File: src/rtl/bbc_pkg.sv
// ---------------------------------------------------------------------------
// bbc_pkg: shared types for the block buffer cache LRU core
// Beat structs, request and status codes, sequencer states.
// ---------------------------------------------------------------------------
package bbc_pkg;

   localparam int unsigned DefaultEntries = 32;

   typedef enum logic [2:0] {
      REQ_GET      = 3'd0,
      REQ_RELEASE  = 3'd1,
      REQ_DIRTY    = 3'd2,
      REQ_RD_DONE  = 3'd3,
      REQ_RD_FAIL  = 3'd4
   } req_kind_type;

   typedef enum logic [1:0] {
      ST_HIT   = 2'd0,
      ST_MISS  = 2'd1,
      ST_FULL  = 2'd2,
      ST_DONE  = 2'd3
   } status_type;

   typedef struct packed {
      logic [2:0]  req_type;
      logic [3:0]  device_id;
      logic [31:0] block_number;
      logic [4:0]  block_size_log2;
      logic [4:0]  target_slot;
   } req_type_type;

   typedef struct packed {
      logic [1:0]  status;
      logic [4:0]  granted_slot;
      logic        is_uptodate;
      logic        writeback_valid;
      logic [3:0]  writeback_device;
      logic [31:0] writeback_block;
   } rsp_type;

   typedef enum logic [3:0] {
      S_IDLE,
      S_LOOKUP,   // scan tags, one slot a cycle
      S_VICTIM,   // scan recency list, oldest first
      S_VCHECK,   // registered victim read
      S_FIND,     // locate slot in recency list
      S_SHIFT,    // shift recency list, one position a cycle
      S_TGT,      // registered target read for non-get requests
      S_RESP
   } state_type;

endpackage

File: src/rtl/block_buffer_cache_lru_core.sv
// ---------------------------------------------------------------------------
// block_buffer_cache_lru_core: buffer cache tag and LRU engine
// Sequencer over slot tables held in memories; one slot examined per cycle.
// ---------------------------------------------------------------------------
//  channel   ports                      handshake
//  request   start, busy, req_beat      beat taken when start && !busy
//  response  rsp_strobe, rsp_beat       one cycle per beat, no stall
//
//  Steps, from the accepting edge to the end of the response beat: non-get
//  beats take the target read, the response build and the beat. A get scans up to
//  ENTRIES tags; a hit then walks the recency list (FIND/SHIFT); a miss
//  takes the victim scan, the victim check and the shift instead; with no
//  free slot the get ends after the victim scan.
//  Reset: valid, refs, dirty and uptodate are flip-flop arrays cleared at
//  once; recency list gets a fill count so no clearing pass is needed.
//  The receiver cannot stall; busy stays high through the response beat.
// ---------------------------------------------------------------------------
module block_buffer_cache_lru_core
   import bbc_pkg::*;
#(
   parameter int unsigned ENTRIES = DefaultEntries
) (
   input  logic         clock,
   input  logic         reset,
   input  logic         start,
   output logic         busy,
   input  req_type_type req_beat,
   output logic         rsp_strobe,
   output rsp_type      rsp_beat
);

   localparam int unsigned IW = (ENTRIES > 1) ? $clog2(ENTRIES) : 1;
   localparam int unsigned CW = $clog2(ENTRIES + 1);
   localparam logic [IW-1:0] LAST = IW'(ENTRIES - 1);

   // tag memories (no reset needed: guarded by valid)
   logic [31:0] tag_block_mem [ENTRIES];
   logic [3:0]  tag_dev_mem   [ENTRIES];
   logic [4:0]  tag_size_mem  [ENTRIES];
   // recency list memory; position p at or above fill count reads LAST-p after reset
   logic [IW-1:0] rec_mem [ENTRIES];
   logic [CW-1:0] rec_fill_ff, rec_fill_in;

   logic [ENTRIES-1:0] valid_ff, valid_in, dirty_ff, dirty_in, upd_ff, upd_in;
   logic [15:0] refs_ff [ENTRIES];
   logic [15:0] refs_in [ENTRIES];

   state_type     state_ff, state_in;
   req_type_type  req_ff, req_in;
   logic [IW-1:0] idx_ff, idx_in;       // scan index
   logic [IW-1:0] slot_ff, slot_in;     // chosen slot
   rsp_type       rsp_ff, rsp_in;
   logic          strobe_ff, strobe_in;

   // memory ports
   logic [31:0] rd_block_ff;
   logic [3:0]  rd_dev_ff;
   logic [4:0]  rd_size_ff;
   logic [IW-1:0] rd_rec_ff, rd_rec_raw;
   logic [IW-1:0] tag_addr, rec_raddr, rec_waddr, rec_wdata;
   logic          tag_we, rec_we;
   logic [IW-1:0] rec_rpos_ff;
   logic          rec_rfill_ff;

   always_ff @(posedge clock) begin
      rd_block_ff <= tag_block_mem[tag_addr];
      rd_dev_ff   <= tag_dev_mem[tag_addr];
      rd_size_ff  <= tag_size_mem[tag_addr];
      if (tag_we) begin
         tag_block_mem[tag_addr] <= req_ff.block_number;
         tag_dev_mem[tag_addr]   <= req_ff.device_id;
         tag_size_mem[tag_addr]  <= req_ff.block_size_log2;
      end
      rd_rec_raw   <= rec_mem[rec_raddr];
      rec_rpos_ff  <= rec_raddr;
      rec_rfill_ff <= (CW'(rec_raddr) < rec_fill_ff);
      if (rec_we)
         rec_mem[rec_waddr] <= rec_wdata;
   end
   assign rd_rec_ff = rec_rfill_ff ? rd_rec_raw : (LAST - rec_rpos_ff);

   always_ff @(posedge clock) begin
      if (reset) begin
         state_ff    <= S_IDLE;
         strobe_ff   <= 1'b0;
         valid_ff    <= '0;
         dirty_ff    <= '0;
         upd_ff      <= '0;
         rec_fill_ff <= '0;
         for (int i = 0; i < ENTRIES; i++) refs_ff[i] <= '0;
      end else begin
         state_ff    <= state_in;
         strobe_ff   <= strobe_in;
         valid_ff    <= valid_in;
         dirty_ff    <= dirty_in;
         upd_ff      <= upd_in;
         rec_fill_ff <= rec_fill_in;
         for (int i = 0; i < ENTRIES; i++) refs_ff[i] <= refs_in[i];
      end
      req_ff  <= req_in;
      idx_ff  <= idx_in;
      slot_ff <= slot_in;
      rsp_ff  <= rsp_in;
   end

   logic tag_match, tgt_ok;
   assign tag_match = valid_ff[idx_ff] && rd_block_ff == req_ff.block_number
                      && rd_dev_ff == req_ff.device_id
                      && rd_size_ff == req_ff.block_size_log2;
   assign tgt_ok = 32'(req_ff.target_slot) < 32'(ENTRIES);

   always_comb begin
      logic [IW-1:0] ts;
      ts          = IW'(req_ff.target_slot);
      state_in    = state_ff;
      req_in      = req_ff;
      idx_in      = idx_ff;
      slot_in     = slot_ff;
      rsp_in      = rsp_ff;
      strobe_in   = 1'b0;
      valid_in    = valid_ff;
      dirty_in    = dirty_ff;
      upd_in      = upd_ff;
      refs_in     = refs_ff;
      rec_fill_in = rec_fill_ff;
      tag_addr    = idx_ff;
      tag_we      = 1'b0;
      rec_raddr   = idx_ff;
      rec_we      = 1'b0;
      rec_waddr   = idx_ff;
      rec_wdata   = rd_rec_ff;
      unique case (state_ff)
         S_IDLE: begin
            tag_addr = '0;
            rec_raddr = '0;
            if (start && !busy) begin
               req_in = req_beat;
               idx_in = '0;
               rsp_in = '0;
               rsp_in.status = ST_DONE;
               if (req_beat.req_type == REQ_GET) begin
                  state_in = S_LOOKUP;
                  tag_addr = '0;
               end else begin
                  state_in = S_TGT;
               end
            end
         end
         S_LOOKUP: begin
            // tag data for idx_ff is registered now
            if (tag_match) begin
               slot_in = idx_ff;
               if (refs_ff[idx_ff] != 16'hFFFF)
                  refs_in[idx_ff] = refs_ff[idx_ff] + 16'd1;
               rsp_in.status       = ST_HIT;
               rsp_in.granted_slot = 5'(idx_ff);
               rsp_in.is_uptodate  = upd_ff[idx_ff];
               idx_in    = '0;
               rec_raddr = '0;
               state_in  = S_FIND;
            end else if (idx_ff == LAST) begin
               idx_in    = '0;
               rec_raddr = '0;
               state_in  = S_VICTIM;
            end else begin
               idx_in   = idx_ff + 1'b1;
               tag_addr = idx_ff + 1'b1;
            end
         end
         S_VICTIM: begin
            // rd_rec_ff is the slot at position idx_ff
            if (refs_ff[rd_rec_ff] == 16'd0) begin
               slot_in  = rd_rec_ff;
               tag_addr = rd_rec_ff;
               state_in = S_VCHECK;
            end else if (idx_ff == LAST) begin
               rsp_in.status = ST_FULL;
               state_in      = S_RESP;
            end else begin
               idx_in    = idx_ff + 1'b1;
               rec_raddr = idx_ff + 1'b1;
            end
         end
         S_VCHECK: begin
            // old tag of the victim is registered
            tag_addr = slot_ff;
            if (valid_ff[slot_ff] && dirty_ff[slot_ff]) begin
               rsp_in.writeback_valid  = 1'b1;
               rsp_in.writeback_device = rd_dev_ff;
               rsp_in.writeback_block  = rd_block_ff;
            end
            tag_we = 1'b1;
            dirty_in[slot_ff] = 1'b0;
            valid_in[slot_ff] = 1'b1;
            upd_in[slot_ff]   = 1'b0;
            refs_in[slot_ff]  = 16'd1;
            rsp_in.status       = ST_MISS;
            rsp_in.granted_slot = 5'(slot_ff);
            rsp_in.is_uptodate  = 1'b0;
            // victim position is idx_ff: shift from there
            rec_raddr = (idx_ff == LAST) ? idx_ff : idx_ff + 1'b1;
            state_in  = S_SHIFT;
         end
         S_FIND: begin
            if (rd_rec_ff == slot_ff) begin
               rec_raddr = (idx_ff == LAST) ? idx_ff : idx_ff + 1'b1;
               state_in  = S_SHIFT;
            end else begin
               idx_in    = idx_ff + 1'b1;
               rec_raddr = idx_ff + 1'b1;
            end
         end
         S_SHIFT: begin
            // position idx_ff takes the entry at idx_ff+1 (registered)
            rec_we = 1'b1;
            rec_waddr = idx_ff;
            if (idx_ff == LAST) begin
               rec_wdata   = slot_ff;
               rec_fill_in = CW'(ENTRIES);
               state_in    = S_RESP;
            end else begin
               rec_wdata = rd_rec_ff;
               if (CW'(idx_ff) >= rec_fill_ff) rec_fill_in = CW'(idx_ff) + 1'b1;
               idx_in    = idx_ff + 1'b1;
               rec_raddr = (idx_ff + 1'b1 == LAST) ? LAST : idx_ff + 2'd2;
            end
         end
         S_TGT: begin
            tag_addr = ts;
            state_in = S_RESP;
            if (!tgt_ok) begin
               // out of range: answer done only
            end else if (req_ff.req_type == REQ_RELEASE) begin
               // tag read issued here lands next cycle
               state_in = S_VCHECK;
               if (valid_ff[ts] && dirty_ff[ts]) begin
                  rsp_in.writeback_valid = 1'b1;
                  dirty_in[ts] = 1'b0;
               end
               if (refs_ff[ts] != 16'd0) refs_in[ts] = refs_ff[ts] - 16'd1;
               state_in = S_RESP;
               slot_in  = ts;
            end else if (req_ff.req_type == REQ_DIRTY) begin
               if (valid_ff[ts]) dirty_in[ts] = 1'b1;
            end else if (req_ff.req_type == REQ_RD_DONE) begin
               if (valid_ff[ts]) upd_in[ts] = 1'b1;
            end else if (req_ff.req_type == REQ_RD_FAIL) begin
               valid_in[ts] = 1'b0;
               dirty_in[ts] = 1'b0;
               upd_in[ts]   = 1'b0;
               refs_in[ts]  = '0;
            end
         end
         S_RESP: begin
            if (rsp_ff.writeback_valid && rsp_ff.status == ST_DONE) begin
               rsp_in.writeback_device = rd_dev_ff;
               rsp_in.writeback_block  = rd_block_ff;
            end
            strobe_in = 1'b1;
            state_in  = S_IDLE;
         end
         default: state_in = S_IDLE;
      endcase
   end

   assign busy       = (state_ff != S_IDLE) || strobe_ff;
   assign rsp_strobe = strobe_ff;
   assign rsp_beat   = rsp_ff;

   a_busy_strobe: assert property (@(posedge clock) disable iff (reset)
      rsp_strobe |-> busy) else $error("strobe while idle");
   a_one_beat: assert property (@(posedge clock) disable iff (reset)
      rsp_strobe |=> !rsp_strobe) else $error("double response beat");
   a_start_resp: assert property (@(posedge clock) disable iff (reset)
      (start && !busy) |=> busy) else $error("beat taken but not busy");
   a_fill: assert property (@(posedge clock) disable iff (reset)
      rec_fill_ff <= CW'(ENTRIES)) else $error("recency fill overrun");

endmodule

File: config.mk
export PLATFORM = sky130hd
export DESIGN_NAME = block_buffer_cache_lru_core
export DESIGN_NICKNAME = d
export VERILOG_FILES = /design/src/rtl/bbc_pkg.sv /design/src/rtl/block_buffer_cache_lru_core.sv
export SDC_FILE = /design/constraint.sdc
export NUM_CORES = 2
export LEC_CHECK = 0
export BUFFER_PORTS_ARGS = -buffer_cell sky130_fd_sc_hd__buf_2
export CAP_MARGIN = 0
export CELL_PAD_IN_SITES_DETAIL_PLACEMENT = 1
export CELL_PAD_IN_SITES_GLOBAL_PLACEMENT = 1
export CORE_ASPECT_RATIO = 1.75
export CORE_MARGIN = 3
export CORE_UTILIZATION = 45
export CTS_CLUSTER_DIAMETER = 200
export DETAILED_ROUTE_END_ITERATION = 10
export GPL_TIMING_DRIVEN = 0
export PLACE_DENSITY = 0.73
export SKIP_CTS_REPAIR_TIMING = 1
export SLEW_MARGIN = 40
export SYNTH_ARGS = -nofsm -noshare
export SYNTH_HDL_FRONTEND = slang
export SYNTH_SLANG_ARGS = --single-unit
File: constraint.sdc
create_clock -name clock -period 9.97 [get_ports clock]
set_input_delay 0.4985 -clock clock [delete_from_list [all_inputs] [get_ports clock]]
set_output_delay 0.4985 -clock clock [all_outputs]
set_load 0.02 [all_outputs]
==> results of run 1 <==
## routing by layer
layer	track usage, %	GRT overflow
met1	76.2	16
met3	56.1	27
met5	22.1	2
met2	94.6	1622
met4	80.9	1177
## cells in the mapped netlist, drive strengths merged (7+ instances only)
cell type     n
a21oi       288
nand4        65
o22a         13
o221ai       64
nand3b       12
o22ai       805
clkbuf      440
a31oi        22
o2111ai      21
nor2        715
a221oi       15
o31a         14
inv          34
nand3       117
or3b          8
o211ai        7
nor4        199
o21ai       233
edfxtp     1576
xor2         14
a221o        10
ha           23
dfxtp       671
a311oi        7
or2           8
and3         22
or4          27
a22o         47
xnor2        60
a22oi       495
nor3         67
and3b         8
or3          14
nor3b        13
nor2b        28
a211oi       36
nand2       520
mux2i       722
o31ai         8
and2         50
nand2b       24
a32oi        16
mux4        299
o311ai       10
buf         260
## through the flow
step / utilization, % / cells
2_1_floorplan: - / 8189
3_3_place_gp: 47.2 / 11316
3_5_place_dp: 50.3 / 11606
4_1_cts: 53.5 / 11991
## kinds of logic after synthesis
kind of cell	Yosys count
other	1
multiplexers	1026
buffers and inverters	735
adder cells (fa/ha/maj)	23
XOR/XNOR	74
AO/OA/AOI/OAI	2168
flip-flops	2247
AND/OR/NAND/NOR	1915
==> metrics.txt, run 1 <==
Synth Area in Adders 0.281%; Port-buffer cells 98; Yosys top cell area share 46.2%; number of global-route vias before repair 118003; Halt Stage global routing; Post-Place Worst Slack -0.557 ns; Yosys reg bits 2247; count of different cell masters after synthesis 106; num rows 231; syn_nets 8264; Synth Area in Simple Gates 8.70%; Seq/Total Area, Yosys 59.3%; post-synthesis cell area 102000 µm²; Synth Area in Compound Gates 14.0%; CTS sink count 2247; maximum root-to-sink buffer count 4; I/O pins 99; Die Y 637 µm; Synth area leaders edfxtp_1, dfxtp_1, mux2i_1, mux4_2, o22ai_1; global-route wire length before repair 1270000 µm; Synth Instances 8189; overall routing resource usage 76.2%; die width 367 µm; CTS Buf Count 211; ys flop type edfxtp_1; largest net degree at the start of global routing 34; starting density of the core 45.3%; Post-synth EDFFs 1576; routability cong. 1.19; Async S/R FF share, synth 0%; Synth Area in XOR/XNOR 0.632%; outcome did not finish; largest area contributor in the netlist edfxtp_1; root buffer cell clkbuf_16; H-tree depth 4; YS warnings 0; largest family of logic cells by synthesized area compound AO/OA/AOI/OAI gates; mean post-synth cell area 12.5 µm²; post-synthesis mux area share 13.7%; global route overflow 2844; Err [ERROR GRT-0116] Global routing finished with congestion. Check the congestion regions in the DRC Viewer.; area of placed instances 114000 µm²; Final HPWL DP 547000 µm
==> run 2: changes to the inputs <==
CELL_PAD_IN_SITES_DETAIL_PLACEMENT = not set   (was 1)
CELL_PAD_IN_SITES_GLOBAL_PLACEMENT = not set   (was 1)
CORE_ASPECT_RATIO = not set   (was 1.75)
CORE_UTILIZATION = 30   (was 45)
CTS_CLUSTER_DIAMETER = not set   (was 200)
PLACE_DENSITY = not set   (was 0.73)
PLACE_DENSITY_LB_ADDON = 0.15   (was not set)
==> run 2 against run 1 <==
Against the previous run:
- the flow now finishes without violations
- synthesized area is the same
- synthesized cell count is the same
==> metrics.txt, run 2 <==
Post-synth EDFFs 1576 (unchanged); H-tree depth 5 (+1); Final Cell Area 126000 µm²; CTS clk-pin slew, worst paths 0.06 ns; Port-buffer cells 98 (unchanged); PwrDens 185 nW/µm²; layout cell share with drive strength beyond 1 19.8%; commonest non-fill, non-tap cell in the layout edfxtp_1; Crit Path Max Fanout 20; Routed Antenna Nets 0; global route overflow 0; most frequent cells after synthesis edfxtp_1, o22ai_1, mux2i_1; reg2reg start idx_ff[1]; max-cap violations 0; CTS sink count 2247 (unchanged); largest area contributor in the netlist edfxtp_1; Period minus WS final 9.93 ns; DRT Wirelength 653000 µm; unrepaired setup endpoints after global routing no; relative max-transition margin 31.4%; overall routing resource usage 36.3%; hold slack 0.0692 ns; global-route wire length before repair 837000 µm; VDD IR max 0.132 mV; hold worst-path end req_ff[46]; drt wl/cell 47.7 µm; Final HPWL DP 503000 µm (-8.1%); Final Cycle Share 99.6%; P_leak 0.0437 µW; syn_nets 8264 (unchanged); endpoints failing setup 0; final hold violations 0; 1st-pass router iterations 8; start point of the worst hold path start; Crit path required time 10.75 ns; clock skew 0.0696 ns; fin util 37.1%; Skew-Pair Late Insertion Delay 0.96 ns; die area 349000 µm²; count of different cell masters after synthesis 106 (unchanged); CTS tree done; # DRC 0; Yosys reg bits 2247 (unchanged); CP Launch Type flop; YS warnings 0 (unchanged); routability cong. 1.07 (-10%); non-filler cells, final 13698; hold path depth 3; reg2reg setup slack 0.04 ns; ys flop type edfxtp_1; largest net degree at the start of global routing 34; maximum root-to-sink buffer count 4 (unchanged); Power, Total 23200 µW; starting density of the core 30.3% (-15 points); Post-Place Cells 13117 (+13%); Synth-to-Final Area Change 22.5%; Slew @ Worst Pin 1.03 ns; most frequent cells in the layout edfxtp_1, o22ai_1, mux2i_1; die width 590 µm (+61%); Register-to-Register Path Depth 22; Hold Path Class in -> reg; Layout Nets 9014; WS Path Type reg -> reg; Yosys top cell area share 46.2% (unchanged); CP arrival 10.71 ns; root buffer cell clkbuf_16; CP Capture Type flop; number of global-route vias before repair 82205; CTS Buf Count 279 (+32%); drt via density 6.42; count leader, synth edfxtp_1; Synth Instances 8189 (unchanged); DR vias 87994; Synth area leaders edfxtp_1, dfxtp_1, mux2i_1, mux4_2, o22ai_1; initial detailed-routing violation count 12878; area of placed instances 116000 µm² (+1.8%); I/O pins 99 (unchanged); initial antenna violation count 59; Max Fclk 101 MHz; Async S/R FF share, synth 0% (unchanged); outcome finished, final reports clean; post-synthesis cell area 102000 µm² (unchanged); Seq/Total Area, Yosys 59.3% (unchanged); Final Max Slew Viols 0; num rows 213 (-7.8%); Die Y 590 µm (-7.3%); core area 338000 µm²; mean post-synth cell area 12.5 µm² (unchanged); Layout fillers 32757
==> run 2: cell counts after synthesis <==
No cell type changed its count.
==> run 2: critical path, stage by stage (launching register included) <==
cell	delay (ns)
edfxtp_1	0.59
buf_2	0.37
buf_4	0.51
buf_4	0.56
buf_4	0.45
buf_6	0.46
mux4_2	0.42
o32ai_1	0.12
nor4_2	0.66
buf_2	0.50
clkbuf_2	0.50
ha_1	0.47
nand2b_1	0.14
nor3_1	0.47
nand2_1	0.23
nor2_1	0.55
or3_1	0.51
buf_2	0.48
buf_2	0.50
nor2_2	0.26
buf_2	0.33
a22oi_2	0.45
nor2_1	0.09
==> run 2: through the flow <==
stage | setup WS (ns) | setup TNS, ns
detailed placement | -0.141 | -0.491
global placement | -5.01 | -5113.43
floorplan | 2.61 | 0
finish | 0.0376 | 0
global route | 0.283 | 0
CTS | -0.204 | -1.02
==> run 2: report_power, final <==
part           internal [µW]  switching (µW)
sequential             10100             143
clock                   5760            4340
combinational            744            2100
==> run 2: cells by family (layout without fill, tap and decap cells) <==
logic type	count (synthesis)	after routing	synth area share, %
buffers and inverters	735	1698	3.36
muxes	1026	1026	13.7
DFF	2247	2247	59.3
and+or+nand+nor	1915	1915	8.70
AOI/OAI and AO/OA	2168	2168	14.0
other	1	32	0.00366
adders and majority gates	23	23	0.281
xor gates and xnor gates	74	74	0.632
==> run 2: how the worst max path moves through the flow <==
| stage | from | slack [ns] | endpoint |
|---|---|---|---|
| floorplan | state_ff[2] | 2.61 | rsp_beat[0] |
| global placement | rec_rfill_ff | -5.01 | flop |
| detailed placement | idx_ff[1] | -0.14 | flop |
| CTS | idx_ff[1] | -0.20 | flop |
| global route | idx_ff[1] | 0.28 | flop |
| finish | idx_ff[1] | 0.04 | flop |
==> run 2: cell type report <==
type	count	area, µm²	area share (%)
sequential	2247	60800	48.4
multi-input combinational	5207	39500	31.4
clock buffer	369	7730	6.15
timing repair buffer	470	7040	5.61
tap	4515	5650	4.50
buffer	699	3640	2.90
clock inverter	125	1080	0.863
inverter	35	131	0.105
antenna	31	77.6	0.0618
==> run 2: routing by layer <==
| layer | vias to the layer above | track usage (%) | wire, µm |
|---|---|---|---|
| met1 | 46097 | 45.1 | 250000 |
| li1 | 34056 | - | - |
| met3 | 1752 | 7.36 | 55600 |
| met4 | 24 | 25.6 | 55900 |
| met2 | 6065 | 56.5 | 291000 |
| met5 | - | 0 | 150 |
Power figures use the tool's default switching activity.
